===== config.mk =====
export PLATFORM = sky130hd
export DESIGN_NAME = midi_note_event_encoder_core
export DESIGN_NICKNAME = d
export VERILOG_FILES = /design/src/hw/rtl/mnee_pkg.sv /design/src/hw/rtl/mnee_ram.sv /design/src/hw/rtl/mnee_div.sv /design/src/hw/rtl/mnee_ctrl.sv /design/src/hw/rtl/mnee_dpath.sv /design/src/hw/rtl/midi_note_event_encoder_core.sv
export SDC_FILE = /design/constraint.sdc
export NUM_CORES = 2
export LEC_CHECK = 0
export BUFFER_PORTS_ARGS = -buffer_cell sky130_fd_sc_hd__buf_2
export CAP_MARGIN = 20
export CORE_AREA = 2 2 346 348
export CTS_BUF_LIST = sky130_fd_sc_hd__clkbuf_8
export CTS_CLUSTER_SIZE = 10
export DETAILED_ROUTE_END_ITERATION = 7
export DIE_AREA = 0 0 348 350
export HOLD_SLACK_MARGIN = 0.15
export PLACE_DENSITY = 0.69
export REMOVE_ABC_BUFFERS = 1
export SLEW_MARGIN = 20
export SYNTH_ARGS = -nofsm -noshare
export SYNTH_HDL_FRONTEND = slang
export SYNTH_SLANG_ARGS = --single-unit

===== constraint.sdc =====
create_clock -name clock -period 5.5 [get_ports clock]
set_input_delay 0.55 -clock clock [delete_from_list [all_inputs] [get_ports clock]]
set_output_delay 0.55 -clock clock [all_outputs]
set_load 0.02 [all_outputs]

===== src/hw/rtl/mnee_pkg.sv =====
// Package for the MIDI note event encoder.
// Holds the command/status types between controller and datapath, byte codes
// and register indexes. No dependencies.
`timescale 1ns / 1ps

package mnee_pkg;

   // Fixed field widths
   localparam int CHAN_W  = 4;
   localparam int TICK_W  = 32;
   localparam int USQ_W   = 24;
   localparam int TPQ_W   = 10;
   localparam int NUMER_W = 33;   // timestamp_ms * 1000 needs 33 bits
   localparam int IDX_W   = 4;

   // Register indexes on the write port
   localparam logic CSR_TICKS_PER_QUARTER = 1'b0;
   localparam logic CSR_US_PER_QUARTER    = 1'b1;

   // Reset values of the registers
   localparam logic [TPQ_W-1:0] TPQ_RESET = 10'd120;
   localparam logic [USQ_W-1:0] USQ_RESET = 24'd500000;

   // MIDI status bytes
   localparam logic [7:0] MIDI_PROG_CHANGE = 8'hC0;
   localparam logic [7:0] MIDI_NOTE_ON     = 8'h90;
   localparam logic [7:0] MIDI_NOTE_OFF    = 8'h80;
   localparam logic [7:0] MIDI_DELTA_ZERO  = 8'h00;

   // Position of an output byte in the event sequence
   localparam logic [IDX_W-1:0] IDX_PC_DELTA = 4'd0;
   localparam logic [IDX_W-1:0] IDX_PC_STAT  = 4'd1;
   localparam logic [IDX_W-1:0] IDX_PC_PROG  = 4'd2;
   localparam logic [IDX_W-1:0] IDX_VLQ4     = 4'd3;
   localparam logic [IDX_W-1:0] IDX_VLQ3     = 4'd4;
   localparam logic [IDX_W-1:0] IDX_VLQ2     = 4'd5;
   localparam logic [IDX_W-1:0] IDX_VLQ1     = 4'd6;
   localparam logic [IDX_W-1:0] IDX_VLQ0     = 4'd7;
   localparam logic [IDX_W-1:0] IDX_STATUS   = 4'd8;
   localparam logic [IDX_W-1:0] IDX_NOTE     = 4'd9;
   localparam logic [IDX_W-1:0] IDX_VEL      = 4'd10;

   // Controller to datapath
   typedef struct packed {
      logic             load_in;     // capture the input beat
      logic             map_rd;      // read the instrument map
      logic             set_chan;    // resolve the channel of this note
      logic             alloc;       // bind a new instrument to the next channel
      logic             div_start;   // start the shared divider
      logic             div_sel;     // 0: tick period, 1: tick value
      logic             period_save; // keep the period quotient
      logic             tick_save;   // form delta and update the channel's last tick
      logic             out_load;    // load an event byte into the output register
      logic             out_err;     // load the error result
      logic [IDX_W-1:0] byte_idx;    // which event byte
   } mnee_cmd_type;

   // Datapath to controller
   typedef struct packed {
      logic             inst_bad;    // instrument beyond the map
      logic             inst_known;  // instrument already has a channel
      logic             chan_full;   // no channel left
      logic             div_done;    // divider result ready
      logic             out_free;    // output register can take a byte
      logic [IDX_W-1:0] vlq_start;   // first delta byte position
   } mnee_sts_type;

endpackage


===== src/hw/rtl/mnee_ram.sv =====
// Generic single-port-write, single-port-read RAM with registered read.
// No dependencies.
`timescale 1ns / 1ps

module mnee_ram #(
   parameter int WIDTH = 4,
   parameter int DEPTH = 128
) (
   input  logic                                   clock,
   input  logic                                   wr_en,
   input  logic [(DEPTH > 1 ? $clog2(DEPTH) : 1)-1:0] wr_addr,
   input  logic [WIDTH-1:0]                       wr_data,
   input  logic                                   rd_en,
   input  logic [(DEPTH > 1 ? $clog2(DEPTH) : 1)-1:0] rd_addr,
   output logic [WIDTH-1:0]                       rd_data
);

   logic [WIDTH-1:0] mem_ff [DEPTH];
   logic [WIDTH-1:0] rd_data_ff;

   always_ff @(posedge clock) begin
      if (wr_en) begin
         mem_ff[wr_addr] <= wr_data;
      end
      if (rd_en) begin
         rd_data_ff <= mem_ff[rd_addr];
      end
   end

   assign rd_data = rd_data_ff;

endmodule


===== src/hw/rtl/mnee_div.sv =====
// Restoring divider, one quotient bit per cycle, 33-bit dividend by 24-bit divisor.
// Depends on mnee_pkg.
`timescale 1ns / 1ps

module mnee_div
   import mnee_pkg::*;
(
   input  logic               clock,
   input  logic               reset,
   input  logic               start,
   input  logic [NUMER_W-1:0] dividend,
   input  logic [USQ_W-1:0]   divisor,
   output logic [NUMER_W-1:0] quotient,
   output logic               done
);

   localparam int CNT_W = $clog2(NUMER_W + 1);

   logic [USQ_W-1:0]   den_ff;
   logic [USQ_W-1:0]   rem_ff, rem_in;
   logic [NUMER_W-1:0] quo_ff, quo_in;
   logic [CNT_W-1:0]   cnt_ff, cnt_in;
   logic               busy_ff, busy_in;
   logic               done_ff, done_in;

   logic [USQ_W:0]     shifted;
   logic [USQ_W+1:0]   trial;
   logic               fits;

   // One subtract-and-compare step
   assign shifted = {rem_ff, quo_ff[NUMER_W-1]};
   assign trial   = {1'b0, shifted} - {2'b00, den_ff};
   assign fits    = !trial[USQ_W+1];

   always_comb begin
      rem_in  = rem_ff;
      quo_in  = quo_ff;
      cnt_in  = cnt_ff;
      busy_in = busy_ff;
      done_in = 1'b0;
      if (start) begin
         rem_in  = '0;
         quo_in  = dividend;
         cnt_in  = CNT_W'(NUMER_W);
         busy_in = 1'b1;
      end else if (busy_ff) begin
         rem_in = fits ? trial[USQ_W-1:0] : shifted[USQ_W-1:0];
         quo_in = {quo_ff[NUMER_W-2:0], fits};
         cnt_in = cnt_ff - 1'b1;
         if (cnt_ff == CNT_W'(1)) begin
            busy_in = 1'b0;
            done_in = 1'b1;
         end
      end
   end

   always_ff @(posedge clock) begin
      if (reset) begin
         busy_ff <= 1'b0;
         done_ff <= 1'b0;
         cnt_ff  <= '0;
      end else begin
         busy_ff <= busy_in;
         done_ff <= done_in;
         cnt_ff  <= cnt_in;
      end
   end

   always_ff @(posedge clock) begin
      rem_ff <= rem_in;
      quo_ff <= quo_in;
      if (start) begin
         den_ff <= divisor;
      end
   end

   assign quotient = quo_ff;
   assign done     = done_ff;

endmodule


===== src/hw/rtl/mnee_ctrl.sv =====
// Sequencing controller: map lookup, channel binding, two divisions, byte or error emission.
// Depends on mnee_pkg.
`timescale 1ns / 1ps

module mnee_ctrl
   import mnee_pkg::*;
(
   input  logic         clock,
   input  logic         reset,
   input  logic         req_tvalid,
   output logic         req_tready,
   input  mnee_sts_type sts,
   output mnee_cmd_type cmd
);

   localparam logic [3:0] S_IDLE  = 4'd0;
   localparam logic [3:0] S_RD    = 4'd1;
   localparam logic [3:0] S_CHK   = 4'd2;
   localparam logic [3:0] S_DIV1  = 4'd3;
   localparam logic [3:0] S_DIV2S = 4'd4;
   localparam logic [3:0] S_DIV2  = 4'd5;
   localparam logic [3:0] S_TICK  = 4'd6;
   localparam logic [3:0] S_PREP  = 4'd7;
   localparam logic [3:0] S_EMIT  = 4'd8;
   localparam logic [3:0] S_ERR   = 4'd9;

   logic [3:0]       state_ff, state_in;
   logic [IDX_W-1:0] idx_ff, idx_in;
   logic             new_ff, new_in;

   always_comb begin
      state_in     = state_ff;
      idx_in       = idx_ff;
      new_in       = new_ff;
      cmd          = '0;
      cmd.byte_idx = idx_ff;
      req_tready   = 1'b0;
      unique case (state_ff)
         S_IDLE: begin
            req_tready = 1'b1;
            if (req_tvalid) begin
               cmd.load_in = 1'b1;
               state_in    = S_RD;
            end
         end
         S_RD: begin
            cmd.map_rd = 1'b1;
            state_in   = S_CHK;
         end
         S_CHK: begin
            if (sts.inst_bad || (!sts.inst_known && sts.chan_full)) begin
               state_in = S_ERR;
            end else begin
               cmd.set_chan  = 1'b1;
               cmd.alloc     = !sts.inst_known;
               new_in        = !sts.inst_known;
               cmd.div_start = 1'b1;
               state_in      = S_DIV1;
            end
         end
         S_DIV1: begin
            if (sts.div_done) begin
               cmd.period_save = 1'b1;
               state_in        = S_DIV2S;
            end
         end
         S_DIV2S: begin
            cmd.div_start = 1'b1;
            cmd.div_sel   = 1'b1;
            state_in      = S_DIV2;
         end
         S_DIV2: begin
            if (sts.div_done) begin
               cmd.tick_save = 1'b1;
               state_in      = S_TICK;
            end
         end
         S_TICK: begin
            state_in = S_PREP;
         end
         S_PREP: begin
            idx_in   = new_ff ? IDX_PC_DELTA : sts.vlq_start;
            state_in = S_EMIT;
         end
         S_EMIT: begin
            if (sts.out_free) begin
               cmd.out_load = 1'b1;
               if (idx_ff == IDX_VEL) begin
                  state_in = S_IDLE;
               end else if (idx_ff == IDX_PC_PROG) begin
                  idx_in = sts.vlq_start;
               end else begin
                  idx_in = idx_ff + 1'b1;
               end
            end
         end
         S_ERR: begin
            if (sts.out_free) begin
               cmd.out_err = 1'b1;
               state_in    = S_IDLE;
            end
         end
         default: begin
            state_in = S_IDLE;
         end
      endcase
   end

   always_ff @(posedge clock) begin
      if (reset) begin
         state_ff <= S_IDLE;
         idx_ff   <= IDX_PC_DELTA;
         new_ff   <= 1'b0;
      end else begin
         state_ff <= state_in;
         idx_ff   <= idx_in;
         new_ff   <= new_in;
      end
   end

endmodule


===== src/hw/rtl/mnee_dpath.sv =====
// Datapath: input capture, config registers, instrument map, tick arithmetic,
// per-channel last tick, byte formatting and the output register.
// Depends on mnee_pkg, mnee_ram and mnee_div.
`timescale 1ns / 1ps

module mnee_dpath
   import mnee_pkg::*;
#(
   parameter int NUM_CHANNELS    = 16,
   parameter int NUM_INSTRUMENTS = 128
) (
   input  logic               clock,
   input  logic               reset,
   input  mnee_cmd_type       cmd,
   output mnee_sts_type       sts,
   input  logic [6:0]         instrument,
   input  logic [22:0]        timestamp_ms,
   input  logic               note_on,
   input  logic [6:0]         note_value,
   input  logic [6:0]         velocity,
   input  logic               csr_we,
   input  logic               csr_addr,
   input  logic [USQ_W-1:0]   csr_wdata,
   output logic [7:0]         out_byte,
   output logic [CHAN_W-1:0]  channel,
   output logic               last_byte,
   output logic               error,
   output logic               rsp_tvalid,
   input  logic               rsp_tready
);

   localparam int IAW = (NUM_INSTRUMENTS > 1) ? $clog2(NUM_INSTRUMENTS) : 1;
   localparam int CAW = (NUM_CHANNELS > 1) ? $clog2(NUM_CHANNELS) : 1;

   // Captured input beat
   logic [6:0]  instr_ff;
   logic [22:0] ts_ff;
   logic        on_ff;
   logic [6:0]  note_ff;
   logic [6:0]  vel_ff;

   always_ff @(posedge clock) begin
      if (cmd.load_in) begin
         instr_ff <= instrument;
         ts_ff    <= timestamp_ms;
         on_ff    <= note_on;
         note_ff  <= note_value;
         vel_ff   <= velocity;
      end
   end

   // Configuration registers
   logic [TPQ_W-1:0] tpq_ff;
   logic [USQ_W-1:0] usq_ff;

   always_ff @(posedge clock) begin
      if (reset) begin
         tpq_ff <= TPQ_RESET;
         usq_ff <= USQ_RESET;
      end else if (csr_we) begin
         if (csr_addr == CSR_TICKS_PER_QUARTER) begin
            tpq_ff <= csr_wdata[TPQ_W-1:0];
         end
         if (csr_addr == CSR_US_PER_QUARTER) begin
            usq_ff <= csr_wdata;
         end
      end
   end

   // Instrument map: valid bits in flops, channel numbers in RAM
   logic [NUM_INSTRUMENTS-1:0] map_vld_ff;
   logic [4:0]                 used_ff;
   logic [CHAN_W-1:0]          map_chan;
   logic [IAW-1:0]             inst_idx;

   assign inst_idx = instr_ff[IAW-1:0];

   always_ff @(posedge clock) begin
      if (reset) begin
         map_vld_ff <= '0;
         used_ff    <= '0;
      end else if (cmd.alloc) begin
         map_vld_ff[inst_idx] <= 1'b1;
         used_ff              <= used_ff + 1'b1;
      end
   end

   mnee_ram #(
      .WIDTH (CHAN_W),
      .DEPTH (NUM_INSTRUMENTS)
   ) u_map (
      .clock   (clock),
      .wr_en   (cmd.alloc),
      .wr_addr (inst_idx),
      .wr_data (used_ff[CHAN_W-1:0]),
      .rd_en   (cmd.map_rd),
      .rd_addr (inst_idx),
      .rd_data (map_chan)
   );

   // Channel of the current note
   logic [CHAN_W-1:0] ch_ff;

   always_ff @(posedge clock) begin
      if (cmd.set_chan) begin
         ch_ff <= map_vld_ff[inst_idx] ? map_chan : used_ff[CHAN_W-1:0];
      end
   end

   // Shared divider: first the tick period, then the tick value
   logic [TPQ_W-1:0]   tpq_eff;
   logic [NUMER_W-1:0] ts_scaled;
   logic [NUMER_W-1:0] div_num;
   logic [USQ_W-1:0]   div_den;
   logic [NUMER_W-1:0] div_quo;
   logic [USQ_W-1:0]   period_ff;

   assign tpq_eff   = (tpq_ff == '0) ? TPQ_W'(1) : tpq_ff;
   assign ts_scaled = NUMER_W'(ts_ff) * NUMER_W'(1000);
   assign div_num   = cmd.div_sel ? ts_scaled : NUMER_W'(usq_ff);
   assign div_den   = cmd.div_sel ? period_ff : USQ_W'(tpq_eff);

   mnee_div u_div (
      .clock    (clock),
      .reset    (reset),
      .start    (cmd.div_start),
      .dividend (div_num),
      .divisor  (div_den),
      .quotient (div_quo),
      .done     (sts.div_done)
   );

   always_ff @(posedge clock) begin
      if (cmd.period_save) begin
         period_ff <= div_quo[USQ_W-1:0];
      end
   end

   // Tick, delta and the per-channel last tick
   logic [TICK_W-1:0] last_tick_ff [NUM_CHANNELS];
   logic [TICK_W-1:0] tick;
   logic [TICK_W-1:0] delta_ff;
   logic [CAW-1:0]    ch_idx;

   assign ch_idx = ch_ff[CAW-1:0];
   assign tick   = (period_ff == '0) ? '1 : div_quo[TICK_W-1:0];

   always_ff @(posedge clock) begin
      if (reset) begin
         for (int i = 0; i < NUM_CHANNELS; i++) begin
            last_tick_ff[i] <= '0;
         end
      end else if (cmd.alloc) begin
         last_tick_ff[used_ff[CAW-1:0]] <= '0;
      end else if (cmd.tick_save) begin
         last_tick_ff[ch_idx] <= tick;
      end
   end

   always_ff @(posedge clock) begin
      if (cmd.tick_save) begin
         delta_ff <= tick - last_tick_ff[ch_idx];
      end
   end

   // First byte of the variable-length delta
   logic [IDX_W-1:0] vlq_start;

   always_comb begin
      if (delta_ff[31:28] != '0) begin
         vlq_start = IDX_VLQ4;
      end else if (delta_ff[27:21] != '0) begin
         vlq_start = IDX_VLQ3;
      end else if (delta_ff[20:14] != '0) begin
         vlq_start = IDX_VLQ2;
      end else if (delta_ff[13:7] != '0) begin
         vlq_start = IDX_VLQ1;
      end else begin
         vlq_start = IDX_VLQ0;
      end
   end

   // Event byte for the current position
   logic [7:0] ev_byte;

   always_comb begin
      unique case (cmd.byte_idx)
         IDX_PC_DELTA: ev_byte = MIDI_DELTA_ZERO;
         IDX_PC_STAT:  ev_byte = MIDI_PROG_CHANGE | {4'h0, ch_ff};
         IDX_PC_PROG:  ev_byte = {1'b0, instr_ff};
         IDX_VLQ4:     ev_byte = {4'h8, delta_ff[31:28]};
         IDX_VLQ3:     ev_byte = {1'b1, delta_ff[27:21]};
         IDX_VLQ2:     ev_byte = {1'b1, delta_ff[20:14]};
         IDX_VLQ1:     ev_byte = {1'b1, delta_ff[13:7]};
         IDX_VLQ0:     ev_byte = {1'b0, delta_ff[6:0]};
         IDX_STATUS:   ev_byte = (on_ff ? MIDI_NOTE_ON : MIDI_NOTE_OFF) | {4'h0, ch_ff};
         IDX_NOTE:     ev_byte = {1'b0, note_ff};
         IDX_VEL:      ev_byte = {1'b0, vel_ff};
         default:      ev_byte = '0;
      endcase
   end

   // Output register
   logic [7:0]        rsp_byte_ff;
   logic [CHAN_W-1:0] rsp_chan_ff;
   logic              rsp_last_ff;
   logic              rsp_err_ff;
   logic              rsp_valid_ff, rsp_valid_in;

   always_comb begin
      rsp_valid_in = rsp_valid_ff;
      if (cmd.out_load || cmd.out_err) begin
         rsp_valid_in = 1'b1;
      end else if (rsp_tready) begin
         rsp_valid_in = 1'b0;
      end
   end

   always_ff @(posedge clock) begin
      if (reset) begin
         rsp_valid_ff <= 1'b0;
      end else begin
         rsp_valid_ff <= rsp_valid_in;
      end
   end

   always_ff @(posedge clock) begin
      if (cmd.out_err) begin
         rsp_byte_ff <= '0;
         rsp_chan_ff <= '0;
         rsp_last_ff <= 1'b1;
         rsp_err_ff  <= 1'b1;
      end else if (cmd.out_load) begin
         rsp_byte_ff <= ev_byte;
         rsp_chan_ff <= ch_ff;
         rsp_last_ff <= (cmd.byte_idx == IDX_VEL);
         rsp_err_ff  <= 1'b0;
      end
   end

   assign out_byte   = rsp_byte_ff;
   assign channel    = rsp_chan_ff;
   assign last_byte  = rsp_last_ff;
   assign error      = rsp_err_ff;
   assign rsp_tvalid = rsp_valid_ff;

   // Status to the controller
   assign sts.inst_bad   = ({1'b0, instr_ff} >= 8'(NUM_INSTRUMENTS));
   assign sts.inst_known = map_vld_ff[inst_idx];
   assign sts.chan_full  = (used_ff >= 5'(NUM_CHANNELS));
   assign sts.out_free   = !rsp_valid_ff || rsp_tready;
   assign sts.vlq_start  = vlq_start;

endmodule


===== src/hw/rtl/midi_note_event_encoder_core.sv =====
// MIDI note event encoder: each note beat in gives a run of track bytes out;
// the first note of an instrument binds it to the next free channel and emits
// a program change. req_tdata, from bit 0: instrument[7], timestamp_ms[23],
// note_value[7], velocity[7], zero pad to 48 bits; req_tuser is note_on.
// rsp_tdata, from bit 0: out_byte[8], channel[4], zero pad to 16 bits;
// rsp_tlast marks the final byte of a note, rsp_tuser flags the error result
// (an instrument beyond the map, or a new instrument with no channel left),
// which is a single beat. Registers: index 0 ticks_per_quarter, index 1
// us_per_quarter; the user must see they are written only while idle, as the
// block does not enforce it. Timing: one note at a time. After acceptance the
// map is read and checked, then two 33-step divisions run on one shared
// bit-serial divider (period, then tick value), the first delta byte is
// picked, and then one byte per cycle goes out while the receiver is ready,
// 4 to 11 bytes. The next note is accepted only after the last byte or the
// error result is loaded into the output register. When the receiver stalls,
// the output register holds its beat and the byte sequence waits. Reset
// clears the instrument map, the channel count and every channel's last
// tick, and restores the register defaults.
// Depends on mnee_pkg, mnee_ctrl, mnee_dpath.
`timescale 1ns / 1ps

module midi_note_event_encoder_core
   import mnee_pkg::*;
#(
   parameter int NUM_CHANNELS    = 16,
   parameter int NUM_INSTRUMENTS = 128
) (
   input  logic             clock,
   input  logic             reset,
   // note beats in
   input  logic             req_tvalid,
   output logic             req_tready,
   input  logic [47:0]      req_tdata,  // instrument, timestamp_ms, note_value, velocity
   input  logic             req_tuser,  // note_on
   // track bytes out
   output logic             rsp_tvalid,
   input  logic             rsp_tready,
   output logic [15:0]      rsp_tdata,  // out_byte, channel
   output logic             rsp_tlast,  // last_byte
   output logic             rsp_tuser,  // error
   // register writes
   input  logic             csr_we,
   input  logic             csr_addr,
   input  logic [USQ_W-1:0] csr_wdata
);

   mnee_cmd_type      cmd;
   mnee_sts_type      sts;
   logic [7:0]        out_byte;
   logic [CHAN_W-1:0] channel;

   mnee_ctrl u_ctrl (
      .clock      (clock),
      .reset      (reset),
      .req_tvalid (req_tvalid),
      .req_tready (req_tready),
      .sts        (sts),
      .cmd        (cmd)
   );

   mnee_dpath #(
      .NUM_CHANNELS    (NUM_CHANNELS),
      .NUM_INSTRUMENTS (NUM_INSTRUMENTS)
   ) u_dpath (
      .clock        (clock),
      .reset        (reset),
      .cmd          (cmd),
      .sts          (sts),
      .instrument   (req_tdata[6:0]),
      .timestamp_ms (req_tdata[29:7]),
      .note_on      (req_tuser),
      .note_value   (req_tdata[36:30]),
      .velocity     (req_tdata[43:37]),
      .csr_we       (csr_we),
      .csr_addr     (csr_addr),
      .csr_wdata    (csr_wdata),
      .out_byte     (out_byte),
      .channel      (channel),
      .last_byte    (rsp_tlast),
      .error        (rsp_tuser),
      .rsp_tvalid   (rsp_tvalid),
      .rsp_tready   (rsp_tready)
   );

   assign rsp_tdata = {4'h0, channel, out_byte};

endmodule

==> metrics <==
largest net degree at the start of global routing 89; crit path cell chain inv_4 > fa_1 > fa_1 > fa_1 > fa_1 > inv_1 > ha_1 > a2111o_1 > nor2_1 > o211a_1 > o31a_1 > o221ai_1 > nand3_1 > a21oi_1 > o41a_1 > xnor2_1 > o22ai_1; critical-path maximum fanout 5; IO buf count 90; WHS 0.3083 ns; commonest cells after routing, fill and taps aside 1,190 x edfxtp_1, 846 x nor2_1, 310 x inv_1; clk slew on worst S/H paths 0.06 ns; Main synth FF type edfxtp_1; dpl cells 6,418; Root Buffer clkbuf_8; CP max stage cell fa_1; Min-Delay Endpoint u_dpath.note_ff[3]$_DFFE_PP_; Chip Height 350 um; CP dominant cell by count fa_1; fin crit share 95.05%; H-tree Lvls 4; leakage 25.61 nW; Mean Syn Cell Area between 10 and 15 um^2; Final Routed Wirelength 178,200 um; Post-synth ARST share 0%; register area 40,300 um^2; Hold Path Class in -> reg; Slew @ Worst Pin 1.091 ns; TritonCTS buffer count 218; final-stage net count roughly 5,500; Critical Path Sink Type flip-flop; Final Hold Viols 0; CTS tree yes; Clock Power Share 27.4%; Syn Inst Count 4,863; crit path DAT 5.90 ns; critical path startpoint category flip-flop; register area share after synthesis 63.51%; Worst VDD drop between 0.4 and 0.5 mV; first-pass GRT wire length 266,000 um; vias per cell 6.168; Initial Util a little over half; Num Clock Sinks 1,417; worst endpoint required time 6.17 ns; R2R depth 17; reg2reg start u_dpath.ts_ff[8]$_DFFE_PP_; Cell Rows roughly 130; Worst slew margin between 20% and 30%; Routed Antenna Nets 0; CTS Buffer Depth 3; Reg power frac 39.8%; Yosys Warn Count 0; post-synth design cell area 63,420 um^2; filler cell count 8,950; kind of critical path reg -> reg; area of the multi-input gates 21,200 um^2; share of layout cells above drive strength 1 18.10%; Die X between 300 and 400 um; Pre-antenna DRT Iters 7; pwr/cell area around 440 nW/um^2; sw frac 33.12%; combinational power share 32.7%; Hold Crit Start req_tdata[33]; reg-to-reg endpoint u_dpath.u_div.quotient[32]$_DFFE_PP_; Buffers & Inverters on Critical Path 2; P&R area growth vs syn 13.96%; Final Non-Filler Cells between 6,000 and 7,000; Remaining Overflow, GRT 0; GRT Total Usage between 20 and 30%; Final Setup Violations 0; Post-synth EDFFs roughly 1,200; pre-CTS WS 0.04722 ns; Layout Skew 0.04158 ns; outcome completed; Fmax achieved 191.3 MHz; total number of vias around 43,000; largest stage delay on the critical path 0.58 ns; I/O Pins 99; initial antenna violation count 1; Pint 21.30 mW; fin crit period 5.228 ns; most common cell after layout, fill and taps aside edfxtp_1; CP delay by family, top adder cells; WL/cell roughly 26 um; worst skew pair latency 0.96 ns; post-synth cell types 77; DRC violations left 0; Core ar. 117,800 um^2; count of final max-slew check failures 0; Hold Path Depth 2; sw power around 11 mW; drt first-iter violations 4,942; DIE AREA 121,800 um^2; max-cap viol count 0; worst reg2reg setup slack 0.27 ns; #FFs+latches synth approximately 1,400; vias in the first global route between 40,000 and 50,000; gpl congestion 0.9386; Final WS setup 0.2721 ns; Final HPWL DP 112,500 um
## cell type report
class | count | area share, %
well taps | 1536 | 2.659
clock buffers | 251 | 4.780
flip-flops and latches | 1417 | 55.77
diodes | 2 | 0.006925
clock inverters | 161 | 1.271
multi-input cells | 2895 | 29.34
repair buffers | 422 | 4.953
inverters | 234 | 1.226
## metal layers
layer	vias up	routed length, um	global-route usage [%]
met4	2	8473	14.55
li1	18680	-	-
met3	435	17020	5.416
met2	2329	84520	47.14
met5	-	80	0
met1	21220	68130	38.60
## logic make-up after synthesis
group | count (synthesis) | share of synthesized area, %
and+or+nand+nor | 1583 | 11.09
DFF | 1417 | 63.51
AOI/OAI and AO/OA | 789 | 8.631
buffers and inverters | 554 | 3.397
muxes | 239 | 7.248
adders and majority gates | 212 | 5.177
xor gates and xnor gates | 68 | 0.9391
other | 1 | 0.005913
## power groups by stage
stage	sequential (mW)	clock (mW)	combinational, mW
after floorplan	13.0	0	7.38
after global placement	12.9	0	10.0
after detailed placement	12.9	0	10.2
after CTS	12.7	8.81	10.3
after global routing	12.7	9.30	11.5
final	12.7	8.74	10.4
## worst max path at each step
| stage | startpoint | cells past startpoint | end | slack (ns) |
|---|---|---|---|---|
| after global placement | u_dpath.ts_ff[2]$_DFFE_PP_ | 18 | u_dpath.u_div.quotient[31]$_DFFE_PP_ | 0.06 |
| final | u_dpath.ts_ff[8]$_DFFE_PP_ | 17 | u_dpath.u_div.quotient[32]$_DFFE_PP_ | 0.27 |
| after floorplan | u_dpath.inst_idx[0]$_DFFE_PP_ | 9 | u_dpath.u_div.quotient[0]$_DFFE_PP_ | -5.19 |
| after CTS | u_dpath.ts_ff[4]$_DFFE_PP_ | 18 | u_dpath.u_div.quotient[31]$_DFFE_PP_ | 0.00006 |
| after global routing | u_dpath.ts_ff[8]$_DFFE_PP_ | 17 | u_dpath.u_div.quotient[32]$_DFFE_PP_ | -0.02 |
| after detailed placement | u_dpath.ts_ff[4]$_DFFE_PP_ | 18 | u_dpath.u_div.quotient[31]$_DFFE_PP_ | 0.05 |
## metrics by stage
stage                TNS, ns  utilization (%)  cell area (um^2)  power (mW)
floorplan           -4664.19                -             62160       20.35
global placement           0            56.90             67000       22.92
detailed placement         0            56.90             67010       23.07
CTS                        0            61.31             72200       31.76
global route        -0.02319            61.37             72270       33.55
finish                     0            61.37             72270       31.85
## synthesized netlist by cell type, types with 29 or more instances
cell      number  area (um^2)
ha_1         128         1602
nor4_1        43        269.0
nand3_1       33        165.2
clkbuf_1     264        991.0
dfxtp_1      227         4544
edfxtp_1    1190        35730
nor3_1       110        550.5
fa_1          84         1682
inv_1        234        878.3
a22o_1        33        289.0
a22oi_1      203         1524
o21ai_0      110        550.5
a221oi_1      54        473.0
nand4_1       40        250.2
xnor2_1       46        402.9
a21oi_1      140        700.7
nand2b_1      45        281.5
nor2_1       852         3198
buf_1         31        116.4
mux4_2       174         3919
o22ai_1       35        219.0
a31oi_1       29        181.4
nor3_2        32        320.3
mux2i_1       43        430.4
or2_2         34        212.7
nand2_1      293         1100
## what timing repair did
| item | 4_1_cts | 5_1_grt |
|---|---|---|
| buffers inserted | 0 | 4 |
| endpoints found under the setup margin | 0 | 6 |
| endpoints found under the hold margin | 134 | 0 |
| hold buffers | 82 | 0 |
| resized for setup | 0 | 16 |
## flip-flops by register name, summed over array words and instances, names as in the netlist, 5 cells and up, named ones only
register                count
u_dpath.ts_ff              23
u_dpath.used_ff             5
u_dpath.vel_ff              7
u_dpath.usq_ff             24
u_dpath.note_ff             7
u_dpath.inst_idx            7
u_dpath.u_div.cnt_ff        6
u_dpath.tpq_ff             10
u_dpath.u_div.rem_ff       24
u_dpath.out_byte            8
u_dpath.u_div.den_ff       24
u_dpath.last_tick_ff      512
u_dpath.period_ff          24
u_dpath.map_vld_ff        128
u_dpath.u_map.mem_ff      512
u_dpath.delta_ff           32
u_dpath.u_div.quotient     33
(Power assumes the default switching activity.)
